<file path="config.mk">
export PLATFORM = sky130hd
export DESIGN_NAME = quaternion_smallest_three_decode
export DESIGN_NICKNAME = d
export VERILOG_FILES = /design/src/sv/qstd_pkg.sv /design/src/sv/quaternion_smallest_three_decode.sv /design/src/sv/qstd_unpack.sv /design/src/sv/qstd_sumsq.sv /design/src/sv/qstd_isqrt.sv
export SDC_FILE = /design/constraint.sdc
export NUM_CORES = 2
export LEC_CHECK = 0
export ABC_AREA = 1
export CAP_MARGIN = 0
export CORE_UTILIZATION = 60
export DETAILED_ROUTE_END_ITERATION = 8
export DONT_BUFFER_PORTS = 1
export PLACE_DENSITY = 0.76
export SYNTH_ARGS = -nofsm -noshare
export SYNTH_HDL_FRONTEND = slang
export SYNTH_SLANG_ARGS = --single-unit
export TNS_END_PERCENT = 5
</file>
<file path="constraint.sdc">
create_clock -name clock -period 39 [get_ports clock]
set_clock_uncertainty 0.15 [all_clocks]
set_input_delay 3.9 -clock clock [delete_from_list [all_inputs] [get_ports clock]]
set_output_delay 3.9 -clock clock [all_outputs]
set_load 0.01 [all_outputs]
</file>
<file path="src/sv/qstd_pkg.sv">
// Shared types, constants and tables for the smallest-three quaternion decoder.
// No dependencies; every other file uses it by scoped names.
package qstd_pkg;

   // Packed-mode magnitude scale: |q| = (m*K + 511*512) / (511*1024)
   localparam int unsigned PACK_K    = 11863283;
   localparam int unsigned PACK_BIAS = 511 * 512;

   // 1.0 squared in Q4.28
   localparam logic [29:0] ONE_SQ = 30'h1000_0000;

   // Square root: 15 two-bit digits, three per pipeline stage
   localparam int unsigned SQRT_ITERS     = 15;
   localparam int unsigned SQRT_PER_STAGE = 3;
   localparam int unsigned SQRT_STAGES    = SQRT_ITERS / SQRT_PER_STAGE;

   // Component indexes
   localparam logic [1:0] IDX_W = 2'd0;
   localparam logic [1:0] IDX_X = 2'd1;
   localparam logic [1:0] IDX_Y = 2'd2;
   localparam logic [1:0] IDX_Z = 2'd3;

   // rotation_format codes
   localparam logic FMT_BYTES  = 1'b0;
   localparam logic FMT_PACKED = 1'b1;

   typedef logic signed [15:0] comp_type;
   typedef logic [28:0]        rem_type;
   typedef logic [14:0]        root_type;

   // Stored components in group order (group 0 holds bits 9:0), largest index, last flag
   typedef struct packed {
      comp_type [2:0] slot;
      logic [1:0]     big;
      logic           last;
   } side_type;

   typedef struct packed {
      logic [29:0] rest;
      logic [29:0] root;
   } sqrt_state_type;

   typedef comp_type byte_lut_type [256];

   // Byte b maps to b/127.5 - 1 in Q2.14, rounded to nearest
   function automatic byte_lut_type build_byte_lut();
      byte_lut_type lut;
      int b;
      int d;
      int m;
      int q;
      for (b = 0; b < 256; b++) begin
         d = 2 * b - 255;
         m = (d < 0) ? -d : d;
         q = (m * 32768 + 255) / 510;
         lut[b] = comp_type'((d < 0) ? -q : q);
      end
      return lut;
   endfunction

   localparam byte_lut_type BYTE_LUT = build_byte_lut();

   // One restoring square-root digit; j counts digits from the top
   function automatic sqrt_state_type sqrt_step(input sqrt_state_type st, input int unsigned j);
      sqrt_state_type nx;
      logic [29:0]    bit_w;
      logic [29:0]    trial;
      bit_w = 30'd1 << (28 - 2 * j);
      trial = st.root + bit_w;
      if (st.rest >= trial) begin
         nx.rest = st.rest - trial;
         nx.root = (st.root >> 1) + bit_w;
      end else begin
         nx.rest = st.rest;
         nx.root = st.root >> 1;
      end
      return nx;
   endfunction

endpackage

</file>
<file path="src/sv/quaternion_smallest_three_decode.sv">
// Top level of the smallest-three quaternion decoder: format register, unpack,
// sum of squares, square root, component placement and the output register.
// Depends on qstd_pkg, qstd_unpack, qstd_sumsq and qstd_isqrt.
//
// Decodes one compressed unit quaternion per beat into four signed Q2.14
// components (16384 = 1.0). With rotation_format = 1 (reset value) the word is
// the packed smallest-three form: bits 31:30 name the largest component and
// three 10-bit sign/magnitude groups from bit 0 up fill the other components
// from z downward, skipping the largest; the largest is rebuilt as the rounded
// square root of 1 - sum of squares (0 if that goes negative). With
// rotation_format = 0 bytes 7:0, 15:8, 23:16 are x, y, z (b/127.5 - 1) and w is
// rebuilt; bits 31:24 are ignored. The last flag rides along unchanged.
// The datapath is fully pipelined: a new beat is taken every cycle unless a
// stalled output has filled the pipeline, and each item passes through 3 unpack
// stages, 3 sum-of-squares stages, 5 square-root stages of three digits each,
// one rounding stage and one output register. Each stage advances
// on its own, so bubbles collapse and the input keeps flowing while a result
// waits at the output. Write csr_write_data only while the block is drained.
module quaternion_smallest_three_decode (
   input  logic        clock,
   input  logic        reset,

   input  logic        csr_write_enable,
   input  logic        csr_write_data,

   input  logic        req_valid,
   output logic        req_ready,
   input  logic [31:0] req_packed_rotation,
   input  logic        req_is_last_in,

   output logic        rsp_valid,
   input  logic        rsp_ready,
   output logic signed [15:0] rsp_quat_w,
   output logic signed [15:0] rsp_quat_x,
   output logic signed [15:0] rsp_quat_y,
   output logic signed [15:0] rsp_quat_z,
   output logic        rsp_is_last_out
);

   logic rotation_format_ff;

   logic               unp_valid;
   logic               unp_ready;
   qstd_pkg::side_type unp_side;

   logic               sum_valid;
   logic               sum_ready;
   qstd_pkg::rem_type  sum_rem;
   qstd_pkg::side_type sum_side;

   logic               rt_valid;
   logic               rt_ready;
   qstd_pkg::root_type rt_root;
   qstd_pkg::side_type rt_side;

   logic               out_adv;
   logic               rsp_valid_ff;
   qstd_pkg::comp_type quat_w_ff, quat_x_ff, quat_y_ff, quat_z_ff;
   qstd_pkg::comp_type quat_w_in, quat_x_in, quat_y_in, quat_z_in;
   logic               last_ff;

   // format register: reset to the packed form
   always_ff @(posedge clock) begin
      if (reset) begin
         rotation_format_ff <= qstd_pkg::FMT_PACKED;
      end else if (csr_write_enable) begin
         rotation_format_ff <= csr_write_data;
      end
   end

   qstd_unpack u_unpack (
      .clock     (clock),
      .reset     (reset),
      .in_valid  (req_valid),
      .in_ready  (req_ready),
      .in_word   (req_packed_rotation),
      .in_format (rotation_format_ff),
      .in_last   (req_is_last_in),
      .out_valid (unp_valid),
      .out_ready (unp_ready),
      .out_side  (unp_side)
   );

   qstd_sumsq u_sumsq (
      .clock     (clock),
      .reset     (reset),
      .in_valid  (unp_valid),
      .in_ready  (unp_ready),
      .in_side   (unp_side),
      .out_valid (sum_valid),
      .out_ready (sum_ready),
      .out_rem   (sum_rem),
      .out_side  (sum_side)
   );

   qstd_isqrt u_isqrt (
      .clock     (clock),
      .reset     (reset),
      .in_valid  (sum_valid),
      .in_ready  (sum_ready),
      .in_rem    (sum_rem),
      .in_side   (sum_side),
      .out_valid (rt_valid),
      .out_ready (rt_ready),
      .out_root  (rt_root),
      .out_side  (rt_side)
   );

   // the output register takes a beat whenever it is empty or being drained
   assign out_adv  = !rsp_valid_ff || rsp_ready;
   assign rt_ready = out_adv;

   // drop the rebuilt root into the largest slot; group 0 always lands on the
   // highest index left, group 2 on the lowest
   always_comb begin
      qstd_pkg::comp_type root_c;
      root_c = qstd_pkg::comp_type'({1'b0, rt_root});
      case (rt_side.big)
         qstd_pkg::IDX_W: begin
            quat_w_in = root_c;
            quat_x_in = rt_side.slot[2];
            quat_y_in = rt_side.slot[1];
            quat_z_in = rt_side.slot[0];
         end
         qstd_pkg::IDX_X: begin
            quat_w_in = rt_side.slot[2];
            quat_x_in = root_c;
            quat_y_in = rt_side.slot[1];
            quat_z_in = rt_side.slot[0];
         end
         qstd_pkg::IDX_Y: begin
            quat_w_in = rt_side.slot[2];
            quat_x_in = rt_side.slot[1];
            quat_y_in = root_c;
            quat_z_in = rt_side.slot[0];
         end
         default: begin
            // largest is z
            quat_w_in = rt_side.slot[2];
            quat_x_in = rt_side.slot[1];
            quat_y_in = rt_side.slot[0];
            quat_z_in = root_c;
         end
      endcase
   end

   always_ff @(posedge clock) begin
      if (reset) begin
         rsp_valid_ff <= 1'b0;
      end else if (out_adv) begin
         rsp_valid_ff <= rt_valid;
      end
   end

   always_ff @(posedge clock) begin
      if (out_adv) begin
         quat_w_ff <= quat_w_in;
         quat_x_ff <= quat_x_in;
         quat_y_ff <= quat_y_in;
         quat_z_ff <= quat_z_in;
         last_ff   <= rt_side.last;
      end
   end

   assign rsp_valid       = rsp_valid_ff;
   assign rsp_quat_w      = quat_w_ff;
   assign rsp_quat_x      = quat_x_ff;
   assign rsp_quat_y      = quat_y_ff;
   assign rsp_quat_z      = quat_z_ff;
   assign rsp_is_last_out = last_ff;

endmodule

</file>
<file path="src/sv/qstd_unpack.sv">
// Three-stage unpack of the stored components into signed Q2.14 values.
// Depends on qstd_pkg (byte table, scale constants, side_type).
module qstd_unpack (
   input  logic               clock,
   input  logic               reset,
   input  logic               in_valid,
   output logic               in_ready,
   input  logic [31:0]        in_word,
   input  logic               in_format,
   input  logic               in_last,
   output logic               out_valid,
   input  logic               out_ready,
   output qstd_pkg::side_type out_side
);

   logic u1_adv;
   logic u2_adv;
   logic u3_adv;

   // stage 1: scaled magnitude before the divide by 511, byte table lookup
   logic                        u1_valid_ff;
   logic [2:0][22:0]            u1_x_ff;
   logic [2:0][22:0]            u1_x_in;
   logic [2:0]                  u1_sign_ff;
   qstd_pkg::comp_type [2:0]    u1_byte_ff;
   qstd_pkg::comp_type [2:0]    u1_byte_in;
   logic                        u1_format_ff;
   logic [1:0]                  u1_big_ff;
   logic [1:0]                  u1_big_in;
   logic                        u1_last_ff;

   // stage 2: quotient estimate
   logic                        u2_valid_ff;
   logic [2:0][22:0]            u2_x_ff;
   logic [2:0][14:0]            u2_qe_ff;
   logic [2:0][14:0]            u2_qe_in;
   logic [2:0]                  u2_sign_ff;
   qstd_pkg::comp_type [2:0]    u2_byte_ff;
   logic                        u2_format_ff;
   logic [1:0]                  u2_big_ff;
   logic                        u2_last_ff;

   // stage 3: corrected, signed components
   logic                        u3_valid_ff;
   qstd_pkg::side_type          u3_side_ff;
   qstd_pkg::side_type          u3_side_in;

   assign u3_adv   = !u3_valid_ff || out_ready;
   assign u2_adv   = !u2_valid_ff || u3_adv;
   assign u1_adv   = !u1_valid_ff || u2_adv;
   assign in_ready = u1_adv;

   always_comb begin
      logic [8:0]  mag;
      logic [32:0] prod;
      for (int i = 0; i < 3; i++) begin
         mag           = in_word[10*i +: 9];
         prod          = 33'(mag) * 33'(qstd_pkg::PACK_K) + 33'(qstd_pkg::PACK_BIAS);
         u1_x_in[i]    = prod[32:10];
         u1_byte_in[i] = qstd_pkg::BYTE_LUT[in_word[8*(2-i) +: 8]];
      end
      // byte mode always rebuilds w
      u1_big_in = (in_format == qstd_pkg::FMT_PACKED) ? in_word[31:30] : qstd_pkg::IDX_W;
   end

   // x/511 from the series x/512 + x/512^2 + x/512^3; low by at most one
   always_comb begin
      logic [23:0] t;
      for (int i = 0; i < 3; i++) begin
         t           = 24'(u1_x_ff[i]) + 24'(u1_x_ff[i] >> 9) + 24'(u1_x_ff[i] >> 18);
         u2_qe_in[i] = t[23:9];
      end
   end

   always_comb begin
      logic [23:0]        r;
      logic [14:0]        mag;
      qstd_pkg::comp_type val;
      u3_side_in = '0;
      for (int i = 0; i < 3; i++) begin
         r   = 24'(u2_x_ff[i]) - ({u2_qe_ff[i], 9'b0} - 24'(u2_qe_ff[i]));
         mag = (r[9:0] >= 10'd511) ? u2_qe_ff[i] + 15'd1 : u2_qe_ff[i];
         val = u2_sign_ff[i] ? -qstd_pkg::comp_type'({1'b0, mag})
                             :  qstd_pkg::comp_type'({1'b0, mag});
         u3_side_in.slot[i] = (u2_format_ff == qstd_pkg::FMT_PACKED) ? val : u2_byte_ff[i];
      end
      u3_side_in.big  = u2_big_ff;
      u3_side_in.last = u2_last_ff;
   end

   always_ff @(posedge clock) begin
      if (reset) begin
         u1_valid_ff <= 1'b0;
         u2_valid_ff <= 1'b0;
         u3_valid_ff <= 1'b0;
      end else begin
         if (u1_adv) u1_valid_ff <= in_valid;
         if (u2_adv) u2_valid_ff <= u1_valid_ff;
         if (u3_adv) u3_valid_ff <= u2_valid_ff;
      end
   end

   always_ff @(posedge clock) begin
      if (u1_adv) begin
         u1_x_ff      <= u1_x_in;
         u1_sign_ff   <= {in_word[29], in_word[19], in_word[9]};
         u1_byte_ff   <= u1_byte_in;
         u1_format_ff <= in_format;
         u1_big_ff    <= u1_big_in;
         u1_last_ff   <= in_last;
      end
      if (u2_adv) begin
         u2_x_ff      <= u1_x_ff;
         u2_qe_ff     <= u2_qe_in;
         u2_sign_ff   <= u1_sign_ff;
         u2_byte_ff   <= u1_byte_ff;
         u2_format_ff <= u1_format_ff;
         u2_big_ff    <= u1_big_ff;
         u2_last_ff   <= u1_last_ff;
      end
      if (u3_adv) begin
         u3_side_ff <= u3_side_in;
      end
   end

   assign out_valid = u3_valid_ff;
   assign out_side  = u3_side_ff;

endmodule

</file>
<file path="src/sv/qstd_sumsq.sv">
// Three-stage sum of squares of the stored components and the remainder 1 - S.
// Depends on qstd_pkg (side_type, rem_type, ONE_SQ).
module qstd_sumsq (
   input  logic               clock,
   input  logic               reset,
   input  logic               in_valid,
   output logic               in_ready,
   input  qstd_pkg::side_type in_side,
   output logic               out_valid,
   input  logic               out_ready,
   output qstd_pkg::rem_type  out_rem,
   output qstd_pkg::side_type out_side
);

   logic s1_adv;
   logic s2_adv;
   logic s3_adv;

   logic               s1_valid_ff;
   logic [2:0][28:0]   s1_sq_ff;
   logic [2:0][28:0]   s1_sq_in;
   qstd_pkg::side_type s1_side_ff;

   logic               s2_valid_ff;
   logic [29:0]        s2_sum_ff;
   logic [29:0]        s2_sum_in;
   qstd_pkg::side_type s2_side_ff;

   logic               s3_valid_ff;
   qstd_pkg::rem_type  s3_rem_ff;
   qstd_pkg::rem_type  s3_rem_in;
   qstd_pkg::side_type s3_side_ff;

   assign s3_adv   = !s3_valid_ff || out_ready;
   assign s2_adv   = !s2_valid_ff || s3_adv;
   assign s1_adv   = !s1_valid_ff || s2_adv;
   assign in_ready = s1_adv;

   // |q| <= 1.0, so each square fits 29 bits
   always_comb begin
      logic signed [31:0] p;
      for (int i = 0; i < 3; i++) begin
         p           = in_side.slot[i] * in_side.slot[i];
         s1_sq_in[i] = p[28:0];
      end
   end

   assign s2_sum_in = 30'(s1_sq_ff[0]) + 30'(s1_sq_ff[1]) + 30'(s1_sq_ff[2]);

   // clamp at zero when the stored part already exceeds one
   assign s3_rem_in = (s2_sum_ff > qstd_pkg::ONE_SQ) ? '0
                                                     : 29'(qstd_pkg::ONE_SQ - s2_sum_ff);

   always_ff @(posedge clock) begin
      if (reset) begin
         s1_valid_ff <= 1'b0;
         s2_valid_ff <= 1'b0;
         s3_valid_ff <= 1'b0;
      end else begin
         if (s1_adv) s1_valid_ff <= in_valid;
         if (s2_adv) s2_valid_ff <= s1_valid_ff;
         if (s3_adv) s3_valid_ff <= s2_valid_ff;
      end
   end

   always_ff @(posedge clock) begin
      if (s1_adv) begin
         s1_sq_ff   <= s1_sq_in;
         s1_side_ff <= in_side;
      end
      if (s2_adv) begin
         s2_sum_ff  <= s2_sum_in;
         s2_side_ff <= s1_side_ff;
      end
      if (s3_adv) begin
         s3_rem_ff  <= s3_rem_in;
         s3_side_ff <= s2_side_ff;
      end
   end

   assign out_valid = s3_valid_ff;
   assign out_rem   = s3_rem_ff;
   assign out_side  = s3_side_ff;

endmodule

</file>
<file path="src/sv/qstd_isqrt.sv">
// Pipelined rounded integer square root, three digits per stage plus a rounding stage.
// Depends on qstd_pkg (sqrt_step, stage counts, side_type).
module qstd_isqrt (
   input  logic               clock,
   input  logic               reset,
   input  logic               in_valid,
   output logic               in_ready,
   input  qstd_pkg::rem_type  in_rem,
   input  qstd_pkg::side_type in_side,
   output logic               out_valid,
   input  logic               out_ready,
   output qstd_pkg::root_type out_root,
   output qstd_pkg::side_type out_side
);

   localparam int unsigned NS = qstd_pkg::SQRT_STAGES + 1;

   logic [NS:0]              adv;
   logic [NS-1:0]            stg_valid_ff;
   logic [NS-1:0]            prev_valid;
   qstd_pkg::side_type       side_ff [NS];
   qstd_pkg::side_type       prev_side [NS];
   qstd_pkg::sqrt_state_type st_ff [qstd_pkg::SQRT_STAGES];
   qstd_pkg::sqrt_state_type st_in [qstd_pkg::SQRT_STAGES];
   qstd_pkg::sqrt_state_type prev_st [qstd_pkg::SQRT_STAGES];
   qstd_pkg::root_type       root_ff;
   qstd_pkg::root_type       root_in;

   assign adv[NS]  = out_ready;
   assign in_ready = adv[0];

   for (genvar g = 0; g < NS; g++) begin : g_ctl
      assign adv[g] = !stg_valid_ff[g] || adv[g+1];
      if (g == 0) begin : g_first
         assign prev_valid[g] = in_valid;
         assign prev_side[g]  = in_side;
      end else begin : g_next
         assign prev_valid[g] = stg_valid_ff[g-1];
         assign prev_side[g]  = side_ff[g-1];
      end

      always_ff @(posedge clock) begin
         if (reset) begin
            stg_valid_ff[g] <= 1'b0;
         end else if (adv[g]) begin
            stg_valid_ff[g] <= prev_valid[g];
         end
      end

      always_ff @(posedge clock) begin
         if (adv[g]) begin
            side_ff[g] <= prev_side[g];
         end
      end
   end

   for (genvar g = 0; g < qstd_pkg::SQRT_STAGES; g++) begin : g_digit
      if (g == 0) begin : g_first
         assign prev_st[g] = '{rest: 30'(in_rem), root: 30'd0};
      end else begin : g_next
         assign prev_st[g] = st_ff[g-1];
      end

      always_comb begin
         qstd_pkg::sqrt_state_type st;
         st = prev_st[g];
         for (int i = 0; i < qstd_pkg::SQRT_PER_STAGE; i++) begin
            st = qstd_pkg::sqrt_step(st, g * qstd_pkg::SQRT_PER_STAGE + i);
         end
         st_in[g] = st;
      end

      always_ff @(posedge clock) begin
         if (adv[g]) begin
            st_ff[g] <= st_in[g];
         end
      end
   end

   // round to nearest: bump when the leftover exceeds the root
   always_comb begin
      qstd_pkg::sqrt_state_type fin;
      logic [15:0]              bumped;
      fin     = st_ff[qstd_pkg::SQRT_STAGES-1];
      bumped  = 16'(fin.root) + 16'd1;
      root_in = (fin.rest > fin.root) ? bumped[14:0] : fin.root[14:0];
   end

   always_ff @(posedge clock) begin
      if (adv[NS-1]) begin
         root_ff <= root_in;
      end
   end

   assign out_valid = stg_valid_ff[NS-1];
   assign out_root  = root_ff;
   assign out_side  = side_ff[NS-1];

endmodule
</file>
* Word-level counts from Yosys, hierarchy flattened
Memories as Yosys holds them, arrays and structs flattened. A register that Yosys moved wholly into a read port is not among the register bits.
Index checks and enable logic that the tools add are counted.
** Word-level totals
- Bits in registers :: 650
- Bits of input ports :: 39
- Memories kept :: 5
- Memory bits (read-only) :: 12288
- RAM bits :: 606
** Cells by class
- Reduce and logical (&&, ||, !) cells :: 29
- $lt $le $gt $ge :: 20
- Bitwise logic cells :: 3
- $mul :: 6
- Equal/unequal tests :: 2
- Muxes and demuxes :: 41
- $add $sub $neg :: 68
** Memories
- (no name shown) :: words 256, width 16, rd ports 1, clocked after memory_dff 1, wr ports 0, RTL line qstd_unpack.sv:60 : u1_byte_in[i] = qstd_pkg::BYTE_LUT[in_word[8*(2-i) +: 8]];
- (no name shown) :: words 256, width 16, rd ports 1, clocked after memory_dff 1, wr ports 0, RTL line qstd_unpack.sv:60
- (no name shown) :: words 256, width 16, rd ports 1, clocked after memory_dff 1, wr ports 0, RTL line qstd_unpack.sv:60
- u_isqrt.side_ff :: words 6, width 51, rd ports 6, clocked after memory_dff 0, wr ports 6, RTL line qstd_isqrt.sv:21 : qstd_pkg::side_type side_ff [NS];
- u_isqrt.st_ff :: words 5, width 60, rd ports 5, clocked after memory_dff 0, wr ports 5, RTL line qstd_isqrt.sv:23 : qstd_pkg::sqrt_state_type st_ff [qstd_pkg::SQRT_STAGES];
** Operators by type and width (count)
- $mux W60 :: 15
- $ge A30 B30 Y1 :: 14
- $sub A30 B30 Y30 :: 14
- $add A33 B18 Y33 const B :: 3
- $mul A9 B24 Y33 const B :: 3
- $mux W16 :: 6
- $mux W15 :: 6
- $mul A16 B16 Y29 :: 3
- $add A23 B14 Y24 :: 3
- $add A24 B5 Y24 :: 3
- $pmux W16 S2 :: 2
- $add A15 B1 Y15 const B :: 4
- $sub A10 B10 Y10 :: 6
- $neg A15 Y16 :: 3
- $add A29 B1 Y30 const B :: 1
- $add A29 B11 Y30 const B :: 1
- $add A29 B13 Y30 const B :: 1
- $add A29 B15 Y30 const B :: 1
- $add A29 B17 Y30 const B :: 1
- $add A29 B19 Y30 const B :: 1
- $add A29 B21 Y30 const B :: 1
- $add A29 B23 Y30 const B :: 1
- $add A29 B25 Y30 const B :: 1
- $add A29 B27 Y30 const B :: 1
- 35 further kinds :: 74

* Longest topological paths before layout
- Depth in word-level cells :: 14
- Depth in mapped cells :: 42
- Mapped depth without buffers :: 40

* By module
A second synthesis with hierarchy kept.
** Unflattened totals
- Cell total of the unflattened synthesis :: 10546
- Area total of the unflattened synthesis :: 98433.2 um^2
** By module, submodules not included
- qstd_sumsq :: area each 37083.1 um^2, cells each 3799, instances 1
- qstd_isqrt :: area each 29719.8 um^2, cells each 3315, instances 1
- qstd_unpack :: area each 28534.9 um^2, cells each 3112, instances 1
- quaternion_smallest_three_decode :: area each 3095.5 um^2, cells each 320, instances 1

* Worst setup path after synthesis
Ideal clock, no wire load.
- Path kind :: input port to output port
- Start :: input port rsp_ready
- End :: output port req_ready
- Data arrival time :: 26639 ps
- Required time :: 34950 ps
- Path buffers :: 0
- Slack :: 8311 ps
- Stages :: 24
- Cell sequence :: nor2_1 > inv_1 > nor2_1 > inv_1 > nor2_1 > inv_1 > nor2_1 > inv_1 > nor2_1 > inv_1 > nor2_1 > inv_1 > nor2_1 > inv_1 > nor2_1 > inv_1 > nor2_1 > inv_1 > nor2_1 > inv_1 > nor2_1 > inv_1 > nor2_1 > nand2_1
** On the way
- Word-level cells in the longest chain between the ends :: 13
** RTL lines
- from (decl) :: RTL line quaternion_smallest_three_decode.sv:32 : input logic rsp_ready,
- $logic_or A1 B1 Y1 :: RTL line quaternion_smallest_three_decode.sv:110 : assign out_adv = !rsp_valid_ff || rsp_ready;
- via out_adv :: RTL line quaternion_smallest_three_decode.sv:56 : logic out_adv;
- $logic_or A1 B1 Y1 :: RTL line qstd_isqrt.sv:33 : assign adv[g] = !stg_valid_ff[g] || adv[g+1];
- via u_isqrt.adv[5] :: RTL line qstd_isqrt.sv:18 : logic [NS:0] adv;
- $logic_or A1 B1 Y1 :: RTL line qstd_isqrt.sv:33
- via u_isqrt.adv[4] :: RTL line qstd_isqrt.sv:18
- $logic_or A1 B1 Y1 :: RTL line qstd_isqrt.sv:33
- via u_isqrt.adv[3] :: RTL line qstd_isqrt.sv:18
- [1 not listed]
- via u_isqrt.adv[2] :: RTL line qstd_isqrt.sv:18
- [1 not listed]
- via u_isqrt.adv[1] :: RTL line qstd_isqrt.sv:18
- [1 not listed]
- via sum_ready :: RTL line quaternion_smallest_three_decode.sv:47 : logic sum_ready;
- [1 not listed]
- via u_sumsq.s3_adv :: RTL line qstd_sumsq.sv:17 : logic s3_adv;
- $logic_or A1 B1 Y1 :: RTL line qstd_sumsq.sv:35 : assign s2_adv = !s2_valid_ff || s3_adv;
- via u_sumsq.s2_adv :: RTL line qstd_sumsq.sv:16 : logic s2_adv;
- $logic_or A1 B1 Y1 :: RTL line qstd_sumsq.sv:36 : assign s1_adv = !s1_valid_ff || s2_adv;
- via u_sumsq.in_ready :: RTL line qstd_sumsq.sv:7 : output logic in_ready,
- $logic_or A1 B1 Y1 :: RTL line qstd_unpack.sv:48 : assign u3_adv = !u3_valid_ff || out_ready;
- via u_unpack.u3_adv :: RTL line qstd_unpack.sv:18 : logic u3_adv;
- $logic_or A1 B1 Y1 :: RTL line qstd_unpack.sv:49 : assign u2_adv = !u2_valid_ff || u3_adv;
- $logic_or A1 B1 Y1 :: RTL line qstd_unpack.sv:50 : assign u1_adv = !u1_valid_ff || u2_adv;
- to (decl) :: RTL line quaternion_smallest_three_decode.sv:27 : output logic req_ready,
The timed path passes the listed nets, and every way through them passes these cells.

* Worst setup path after layout
Same ends and word-level chain as after synthesis.

==> impl_results.md <==
* Antenna-violating nets left at 0
* Critical Path Fanout Max at 68
* Placer Congestion at 0.971
* Peak Freq at 62.6 MHz
* Endpoints failing setup at 0
* Synthesized area per cell at 9.73 sq um
* Status: finished clean
* CP endpoint kind: output port
* Largest stage delay, worst path at 0.52 ns
* Hold crit path type: flop to flop
* Post-DP HPWL at 177 mm
* Routed WL per cell at 18.5 microns
* Critical path's most frequent cell: nor2_1
* Clk_lat worst skew at 0.79 ns
* Die area at 0.160 sq mm
* Mapped Area at between 0.09 and 0.1 sq mm
* Synthesized flop and latch total at 1,193
* Met1 wire length at 86.0 mm
* DRT iter0 DRCs at 4,630
* Final hold violation count at 0
* Metal2 WL at about 110 mm
* Clock-pin slew reported for the worst setup and hold paths after clock tree synthesis at 0.06 ns
* Final critical-path required period at 15.98 ns
* Post-synth top area share at 37.3%
* Worst-margin pin slew at 1.19 ns
* Max_slew headroom at between 20% and 30%
* Util after Layout at roughly 65%
* Nets at roughly 12k
* PostCTS Resize Cnt at 0
* Critical path data arrival time at 11.93 ns
* Total wire length at about 220 mm
* DRC at 0
* Initial Util at 60.6%
* Netlist cell types at 66
* Remaining Overflow, GRT at 0
* Post-synth EDFFs at 1,179
* Core Region at roughly 0.16 sq mm
* Ys Warns at 0
* Root Buffer: clkbuf_16
* Fin crit share at between 40% and 50%
* FF+latch area at 0.0357 sq mm
* Setup TNS at 0 ns
* Max clock buf depth at 3
* Most frequent cells in the layout: inv_1, nand2_1, edfxtp_1
* Area Growth Syn to Fin at 6.57%
* Register area share after synthesis at 37.6%
* Port buffer count at 0
* RSZ-0062 raised after global routing: false
* Slew Limit Fails at 0
* Total track usage at 28.5%
* Register-to-register setup slack at 29.34 ns
* Area taken by multi-input logic gates at between 0.05 and 0.06 sq mm
* Req. time, crit path at between 30 and 40 ns
* Initial antenna violation count at 5
* Clock sink count at 1,193
* Critical path class: input port to output port
* Io pins at 106
* Vias at 65.1k
* # hold bufs at CTS at 0
* Post-Synthesis Cells at around 9.7k
* DR top layer: met4
* FP Rows at between 100 and 150
* Metal3 WL at between 10 and 15 mm
* CTS tree: built
* Most used DFF post-synth: edfxtp_1
* Most common library cell in the layout ignoring fill and taps: inv_1
* H-tree depth at 3
* Dominant cell type by area after synthesis: edfxtp_1
* Slowest cell on crit path: nand2_4
* DRT Pass-1 Iters at 6
* Max Cap Viol at 0
* Die H at between 300 and 400 microns
* CTS Buf Count at 121
* Pin count of the biggest net entering global routing at 82
* Layout cells sized above 1 at 4.17%
* Top cells by area, synth: edfxtp_1, fa_1, ha_1
* Vias in the first global route at 67.4k
* First-pass GRT wire length at 353 mm
* Asr flop ratio synth at 0%
* Vias per cell at 5.45
* Layout fillers at 12.3k
* Chip width at 400 microns
* Setup Buffers After CTS at 0
* Critical Path Start Type: input port
[final timing paths]
path                     startpoint                      to  depth (start not counted)
max                       rsp_ready               req_ready                         27
min          u_sumsq.s1_side_ff[30]  u_sumsq.s2_side_ff[30]                          0
max reg2reg               rsp_valid    u_unpack.u1_x_ff[65]                         29
min reg2reg  u_sumsq.s1_side_ff[30]  u_sumsq.s2_side_ff[30]                          0
[cell usage after synthesis (25+ instances only)]
library cell,instances
a21oi_1,418
nor2_1,564
o211ai_1,28
o21ai_0,321
xnor2_1,177
nand4_1,93
or2_2,36
o221ai_1,25
nor4_1,31
nand2_1,1910
clkbuf_1,126
nor3_1,82
inv_1,2039
nand2_2,35
fa_1,825
nand3_1,343
xor2_1,302
ha_1,897
edfxtp_1,1179
[area by class of cell]
class / instances / share of cell area, %
flip-flops and latches: 1193 / 35.3
inverters: 2060 / 7.67
well taps: 2058 / 2.55
repair buffers: 55 / 0.409
clock inverters: 82 / 0.800
multi-input cells: 6341 / 50.2
diodes: 2 / 0.00495
clock buffers: 139 / 3.06
[per-layer routing]
layer,global-route usage [%],up-vias
met5,0,-
met4,15.6,0
met3,3.58,513
met2,49.9,1936
met1,34.0,31331
li1,-,31270
[kinds of logic after synthesis]
kind of cell,after synthesis,synth area share (%)
compound gates,946,5.56
xor+xnor,479,4.43
fa+ha+maj,1722,29.3
buf+inv,2209,8.90
flops,1193,37.6
other cells,1,0.00396
simple gates,3191,14.2
[critical path: cells and delay by family]
kind	cells	cell delay [ns]
and+or+nand+nor	13	3.73
buffers and inverters	14	4.20
[per-stage QoR]
stage	cell area, sq um	worst slack, ns	hold slack, ns	std cells
finish	101000	23.02	0.232	11930
CTS	101000	22.83	0.227	11928
floorplan	94800	8.31	0.250	9743
detailed placement	97100	22.87	0.255	11707
global route	101000	22.05	0.240	11928
global placement	97100	22.84	0.251	11707
[registers in the layout, summed over array words and instances (netlist names), 29 cells and up]
signal and flops:
u_isqrt.side_ff 306, u_sumsq.s2_side_ff 51, u_unpack.u1_x_ff 69, u_unpack.u1_byte_ff 48
u_unpack.out_side 51, u_sumsq.s1_sq_ff 81, u_sumsq.s2_sum_ff 30, u_unpack.u2_byte_ff 48
u_isqrt.st_ff 195, u_unpack.u2_x_ff 30, u_sumsq.out_side 51, u_sumsq.out_rem 29
u_unpack.u2_qe_ff 45, u_sumsq.s1_side_ff 51
Power is not shown: default switching activity piles up to over one toggle a cycle in this logic, so the estimate is an artifact.
